===== src/hw/rtl/brhm_pkg.sv =====
package brhm_pkg;

  localparam int MAX_ROW_WORDS = 64;
  localparam int WORD_W        = 32;
  localparam int ADDR_W        = $clog2(MAX_ROW_WORDS);
  localparam int CNT_W         = 7;
  localparam int WIDTH_W       = 12;
  localparam int SHIFT_W       = $clog2(WORD_W);
  localparam int CFG_IDX_W     = 2;

  localparam logic [WIDTH_W-1:0] MAX_WIDTH = WIDTH_W'(MAX_ROW_WORDS * WORD_W);

  localparam logic [CFG_IDX_W-1:0] REG_ROW_WIDTH = 2'd0;
  localparam logic [CFG_IDX_W-1:0] REG_INVERT    = 2'd1;

  typedef logic [WORD_W-1:0] word_t;

  typedef struct packed {
    logic               load_a;
    logic               emit;
    logic               use_b;
    logic               last;
    logic [SHIFT_W-1:0] shift;
  } emit_ctl_t;

  function automatic word_t bit_rev(input word_t w);
    word_t r;
    for (int i = 0; i < WORD_W; i++) begin
      r[i] = w[WORD_W-1-i];
    end
    return r;
  endfunction

endpackage


===== src/hw/rtl/brhm_ram.sv =====
module brhm_ram #(
  parameter int WIDTH = 32,
  parameter int DEPTH = 64
) (
  input  logic                     clk,
  input  logic                     we,
  input  logic [$clog2(DEPTH)-1:0] waddr,
  input  logic [WIDTH-1:0]         wdata,
  input  logic                     re,
  input  logic [$clog2(DEPTH)-1:0] raddr,
  output logic [WIDTH-1:0]         rdata
);

  logic [WIDTH-1:0] mem [DEPTH];

  always_ff @(posedge clk) begin
    if (we) begin
      mem[waddr] <= wdata;
    end
    if (re) begin
      rdata <= mem[raddr];
    end
  end

endmodule


===== src/hw/rtl/brhm_mirror.sv =====
module brhm_mirror (
  input  logic                clk,
  input  logic                rst_n,
  input  brhm_pkg::emit_ctl_t ctl,
  input  brhm_pkg::word_t     rdata,
  output logic                out_valid,
  output brhm_pkg::word_t     out_word,
  output logic                out_last
);
  import brhm_pkg::*;

  word_t              a_r;
  word_t              b_rev;
  logic [2*WORD_W-1:0] pair;
  logic [2*WORD_W-1:0] shifted;
  logic               valid_r;
  word_t              word_r;
  logic               last_r;

  assign b_rev   = ctl.use_b ? bit_rev(rdata) : '0;
  assign pair    = {a_r, b_rev};
  assign shifted = pair << ctl.shift;

  always_ff @(posedge clk) begin
    if (ctl.load_a) begin
      a_r <= bit_rev(rdata);
    end
    if (ctl.emit) begin
      word_r <= shifted[2*WORD_W-1:WORD_W];
      last_r <= ctl.last;
    end
  end

  always_ff @(posedge clk) begin
    if (!rst_n) begin
      valid_r <= 1'b0;
    end else begin
      valid_r <= ctl.emit;
    end
  end

  assign out_valid = valid_r;
  assign out_word  = word_r;
  assign out_last  = last_r;

endmodule


===== src/hw/rtl/binary_row_horizontal_mirror_core.sv =====
// horizontal mirror of 1 bpp image rows, 32 pixels per word, pixel 0 in bit 31
// input: a word is taken when start is high and busy is low; words of a row
//   are stored one per cycle (optionally inverted) until the word count
//   reaches ceil(width/32) for the configured row width
// output: after the last word of a row the block is busy while it emits the row;
//   mirrored words appear one per cycle on out_valid, last_of_row on the last
// throughput: words of a row are stored one per cycle while idle, and no word is
//   taken while a row is emitted; the single read port of the line store paces emit
// config: cfg_index 0 row width in pixels (0 reads as 1, above 2048 as 2048),
//   1 input invert; always ready, write only while idle
// reset: word count and control clear, row width resets to 1 and invert to 0; the
//   line store is not cleared and needs no clearing pass
// the receiver cannot stall: each result is valid for exactly one cycle
module binary_row_horizontal_mirror_core (
  input  logic                             clk,
  input  logic                             rst_n,
  input  logic                             start,
  output logic                             busy,
  input  logic [31:0]                      in_pixel_word,
  output logic                             out_valid,
  output logic [31:0]                      out_mirrored_word,
  output logic                             out_last_of_row,
  input  logic                             cfg_valid,
  output logic                             cfg_ready,
  input  logic [brhm_pkg::CFG_IDX_W-1:0]   cfg_index,
  input  logic [brhm_pkg::WIDTH_W-1:0]     cfg_data
);
  import brhm_pkg::*;

  localparam logic ST_IDLE = 1'b0;
  localparam logic ST_EMIT = 1'b1;

  logic               state_r, state_nxt;
  logic [WIDTH_W-1:0] width_r;
  logic               invert_r;
  logic [CNT_W-1:0]   count_r, count_nxt;
  logic [CNT_W-1:0]   nw_r, nw_nxt;
  logic [SHIFT_W-1:0] shift_r, shift_nxt;
  logic [CNT_W-1:0]   step_r, step_nxt;

  logic [WIDTH_W-1:0] weff;
  logic [WIDTH_W:0]   wsum;
  logic [CNT_W-1:0]   nwords;
  logic [CNT_W-1:0]   cnt_inc;
  logic               accept;
  logic               row_end;
  logic [CNT_W-1:0]   final_step;
  logic               re;
  logic [ADDR_W-1:0]  raddr;
  logic [CNT_W-1:0]   raddr_full;
  word_t              wdata;
  word_t              rdata;
  emit_ctl_t          ctl;

  always_comb begin
    if (width_r == '0) begin
      weff = WIDTH_W'(1);
    end else if (width_r > MAX_WIDTH) begin
      weff = MAX_WIDTH;
    end else begin
      weff = width_r;
    end
  end

  assign wsum    = {1'b0, weff} + (WIDTH_W+1)'(WORD_W - 1);
  assign nwords  = wsum[SHIFT_W +: CNT_W];
  assign cnt_inc = count_r + CNT_W'(1);
  assign accept  = start && (state_r == ST_IDLE);
  assign row_end = cnt_inc >= nwords;
  assign wdata   = invert_r ? ~in_pixel_word : in_pixel_word;

  assign final_step = nw_r + CNT_W'(1);
  assign raddr_full = nw_r - CNT_W'(1) - step_r;
  assign raddr      = raddr_full[ADDR_W-1:0];
  assign re         = (state_r == ST_EMIT) && (step_r < nw_r);

  always_comb begin
    ctl.load_a = (state_r == ST_EMIT) && (step_r != '0) && (step_r <= nw_r);
    ctl.emit   = (state_r == ST_EMIT) && (step_r >= CNT_W'(2));
    ctl.use_b  = step_r <= nw_r;
    ctl.last   = step_r == final_step;
    ctl.shift  = shift_r;
  end

  always_comb begin
    state_nxt = state_r;
    count_nxt = count_r;
    nw_nxt    = nw_r;
    shift_nxt = shift_r;
    step_nxt  = step_r;
    case (state_r)
      ST_IDLE: begin
        if (accept) begin
          if (row_end) begin
            count_nxt = '0;
            nw_nxt    = nwords;
            shift_nxt = SHIFT_W'(~weff[SHIFT_W-1:0] + SHIFT_W'(1));
            step_nxt  = '0;
            state_nxt = ST_EMIT;
          end else begin
            count_nxt = cnt_inc;
          end
        end
      end
      ST_EMIT: begin
        if (step_r == final_step) begin
          state_nxt = ST_IDLE;
        end else begin
          step_nxt = step_r + CNT_W'(1);
        end
      end
      default: begin
        state_nxt = ST_IDLE;
      end
    endcase
  end

  always_ff @(posedge clk) begin
    if (!rst_n) begin
      state_r  <= ST_IDLE;
      count_r  <= '0;
      width_r  <= WIDTH_W'(1);
      invert_r <= 1'b0;
      step_r   <= '0;
      nw_r     <= CNT_W'(1);
      shift_r  <= '0;
    end else begin
      state_r <= state_nxt;
      count_r <= count_nxt;
      step_r  <= step_nxt;
      nw_r    <= nw_nxt;
      shift_r <= shift_nxt;
      if (cfg_valid && cfg_ready) begin
        case (cfg_index)
          REG_ROW_WIDTH: width_r  <= cfg_data;
          REG_INVERT:    invert_r <= cfg_data[0];
          default: ;
        endcase
      end
    end
  end

  brhm_ram #(
    .WIDTH(WORD_W),
    .DEPTH(MAX_ROW_WORDS)
  ) u_line_store (
    .clk  (clk),
    .we   (accept),
    .waddr(count_r[ADDR_W-1:0]),
    .wdata(wdata),
    .re   (re),
    .raddr(raddr),
    .rdata(rdata)
  );

  brhm_mirror u_mirror (
    .clk      (clk),
    .rst_n    (rst_n),
    .ctl      (ctl),
    .rdata    (rdata),
    .out_valid(out_valid),
    .out_word (out_mirrored_word),
    .out_last (out_last_of_row)
  );

  assign busy      = (state_r == ST_EMIT);
  assign cfg_ready = 1'b1;

endmodule


===== config.mk =====
export PLATFORM = sky130hd
export DESIGN_NAME = binary_row_horizontal_mirror_core
export DESIGN_NICKNAME = d
export VERILOG_FILES = /design/src/hw/rtl/brhm_pkg.sv /design/src/hw/rtl/brhm_ram.sv /design/src/hw/rtl/brhm_mirror.sv /design/src/hw/rtl/binary_row_horizontal_mirror_core.sv
export SDC_FILE = /design/constraint.sdc
export NUM_CORES = 2
export LEC_CHECK = 0
export ABC_AREA = 0
export BUFFER_PORTS_ARGS = -buffer_cell sky130_fd_sc_hd__buf_2
export CAP_MARGIN = 20
export CORE_ASPECT_RATIO = 0.7
export CORE_MARGIN = 3
export CORE_UTILIZATION = 41
export DETAILED_ROUTE_END_ITERATION = 12
export HOLD_SLACK_MARGIN = 0.06
export MAX_ROUTING_LAYER = met4
export PLACE_DENSITY = 0.65
export SYNTH_ARGS = -nofsm -noshare
export SYNTH_HDL_FRONTEND = slang
export SYNTH_SLANG_ARGS = --single-unit

===== constraint.sdc =====
create_clock -name clk -period 3.8 [get_ports clk]
set_input_delay 0.19 -clock clk [delete_from_list [all_inputs] [get_ports clk]]
set_output_delay 0.19 -clock clk [all_outputs]
set_load 0.02 [all_outputs]

==> run metrics <==
status=finished, final reports clean; Worst R2R Start=step_r[0]; utilization of the core after routing=0.4820; r2r worst-path depth=11; crit path from=step_r[0]; first-pass GRT wire length=321.7 mm; Sw Share=0.2890; Synth Register Bits=2186; clock power share=0.289; Seq/Total Area, Yosys=0.7504; Setup CP Type=register to register; most common cell in the netlist=edfxtp_1; CTS Root Cell=clkbuf_16; Synth area leader=edfxtp_1; endpoints failing hold=0; hold crit path type=input pin to register; Max Cap Violations=0; final clock skew=0.06103 ns; Clock Path Buffers=4; Syn Inst Count=3937; clk_lat worst skew=0.85 ns; P per Cell Area=664.8 nW/µm²; 1st-iter DRT viols=6646; Post-synth top cells=2145 x edfxtp_1, 678 x mux4_2, 158 x nand2_1, 146 x mux2i_1, 124 x nor2_1; First-pass DRT Iterations=5; # fillers=16580; Fin Setup TNS=0 ns; Post-Syn Nets=4013; die height=391.2 µm; Most used DFF post-synth=edfxtp_1; # rows=140; # DRC=0; Yosys cell types=65; number of global-route vias before repair=42310; sequential cell area=65250 µm²; final worst-path cycle share=0.9834; share of the synthesized area in the top cell type=0.7410; grt total ovfl=0; die area=217700 µm²; antenna violations before repair=8; num ports=86; Worst R2R Setup Slack=0.06 ns; Post-synth EDFFs=2145; worst slew pin tran=1.077 ns; worst path cell trace=inv_1 > ha_4 > inv_1 > fa_4 > buf_12 > buf_4 > mux4_2 > mux4_2 > mux2i_1 > mux2i_1 > buf_4; H-tree depth=4; largest cells by area after synthesis=edfxtp_1 74%, mux4_2 18%, mux2i_1 1.7%; footprint of the multi-input gates=21790 µm²; CP Data Arrival Time=4.35 ns; FMAX=267.6 MHz; Num Clock Sinks=2186; Cell Int Power=47.69 mW; vias per cell=5.965; wirelength, routed=225.9 mm; WL/cell=31.01 µm; Critical Path Source Type=register; CP endpoint=u_line_store.rdata[31]; synth warn=0; Comb pwr share=0.297; IO Port Bufs=84; total power=67.07 mW; CP Max Fanout=14; DR vias=43470; final setup fails=0; Post-Syn Area=86930 µm²; largest net degree at the start of global routing=65; Die Width=556.3 µm; sequential share of power=0.414; total leakage power=31.51 nW; Syn-to-layout area delta=16.07%; Psw=19.39 mW; TritonCTS Buffers=203; CORE AREA=209300 µm²; syn_area_per_cell=22.08 µm²; Fin Hold WS=0.1073 ns; worst stage delay on the critical path=0.82 ns; GP Congestion=0.8681; CTS clk-pin slew, worst paths=0.07 ns; CTS tree=yes; layout cell share with drive strength beyond 1=0.3296; slowest cell on the critical path=fa_4; antenna viol nets, final=0; Post-CTS Setup Inserts=0; Initial Util=0.4153; Detail Placement HPWL=128.2 mm; GRT Total Usage=0.2127; CP endpoint kind=register; RSZ-0062 raised after global routing=false; minimum clock period=3.737 ns; Worst R2R End=u_line_store.rdata[31]; Worst slew margin=0.2806; Final Slew Violations=0; Worst EP required=4.41 ns; ys async rst share=0; Peak VDD IR=406.8 µV; Nets=4440
-- power by group through the flow --
stage	Clock, mW	Combinational, mW	Sequential, mW
detailed placement	0	19.8	28.3
CTS	19.7	19.9	27.8
finish	19.4	19.9	27.8
global placement	0	19.7	28.3
global route	20.6	21.0	27.8
floorplan	0	12.4	27.9
-- sequential cells by signal, indices dropped and copies added (netlist names) --
register	cells
u_line_store.mem	2048
count_r	7
busy	1
u_mirror.out_word	32
nw_r	7
step_r	7
shift_r	5
u_mirror.a_r	32
u_line_store.rdata	32
invert_r	1
width_r	12
u_mirror.out_last	1
u_mirror.out_valid	1
-- area by class of cell --
class | instances | area share
Tap cell | 2769 | 0.03434
Sequential cell | 2186 | 0.6467
Inverter | 19 | 0.0007069
Clock buffer | 239 | 0.05211
Antenna cell | 4 | 0.00009921
Timing Repair Buffer | 450 | 0.04126
Clock inverter | 116 | 0.008817
Multi-Input combinational cell | 1504 | 0.2160
-- layer usage --
metal | GRT usage | wire length [µm]
met5 | - | 0
met4 | 0.04193 | 4275
met3 | 0.05508 | 26380
met2 | 0.2941 | 98580
met1 | 0.3197 | 96700
-- cell families after synthesis --
| family | synth area share |
|---|---|
| and+or+nand+nor | 0.01983 |
| AOI/OAI and AO/OA | 0.01334 |
| muxes | 0.1940 |
| adders and majority gates | 0.003829 |
| DFF | 0.7504 |
| other | 0.00004314 |
| xor gates and xnor gates | 0.005830 |
| buffers and inverters | 0.01265 |
-- critical path, delay by kind of cell, from the launching register on --
family	cells	cell delay (ns)
adders and majority gates	2	0.99
buffers and inverters	5	0.84
DFF	1	0.31
muxes	4	1.36
-- layout by cell type (no fill, tap or decap), types with 9 or more instances in the layout --
cell type / count
nor3_1: 10
o22ai_1: 9
nand3_1: 35
a31oi_1: 21
clkbuf_1: 34
ha_1: 24
nor2_1: 60
nor2b_1: 12
dlygate4sd3_1: 51
dfxtp_1: 35
buf_4: 245
buf_12: 66
buf_2: 85
o21ai_0: 34
mux2_2: 12
nand2_1: 158
clkinv_2: 35
xnor2_1: 15
a211oi_1: 9
mux4_2: 678
and2_1: 9
mux2i_1: 139
inv_1: 17
bufinv_16: 12
a21oi_1: 76
nor2_4: 64
clkinv_1: 52
clkinvlp_4: 9
xor2_4: 32
edfxtp_1: 2145
clkbuf_16: 205
-- through the flow --
stage	setup WS (ns)	instances	area, µm²
floorplan	0.3620	3937	86930
global placement	-0.1435	6876	94140
detailed placement	-0.1271	6876	94140
CTS	0.006082	7282	100800
global route	0.005815	7286	100900
finish	0.06303	7287	100900
-- how the worst min path moves through the flow --
stage	startpoint	endpoint	depth (start not counted)
after CTS	in_pixel_word[12]	u_line_store.mem[39][12]	3
after global placement	cfg_data[0]	width_r[0]	3
final	in_pixel_word[5]	u_line_store.mem[33][5]	2
after global routing	in_pixel_word[5]	u_line_store.mem[7][5]	2
after floorplan	cfg_data[0]	width_r[0]	2
after detailed placement	cfg_data[0]	width_r[0]	3
-- timing repair --
action	in CTS	in global routing
resized for setup	4	12
endpoints found under the setup margin	4	14
endpoints found under the hold margin	344	0
hold buffers	51	0
Power figures use the tool's default switching activity.
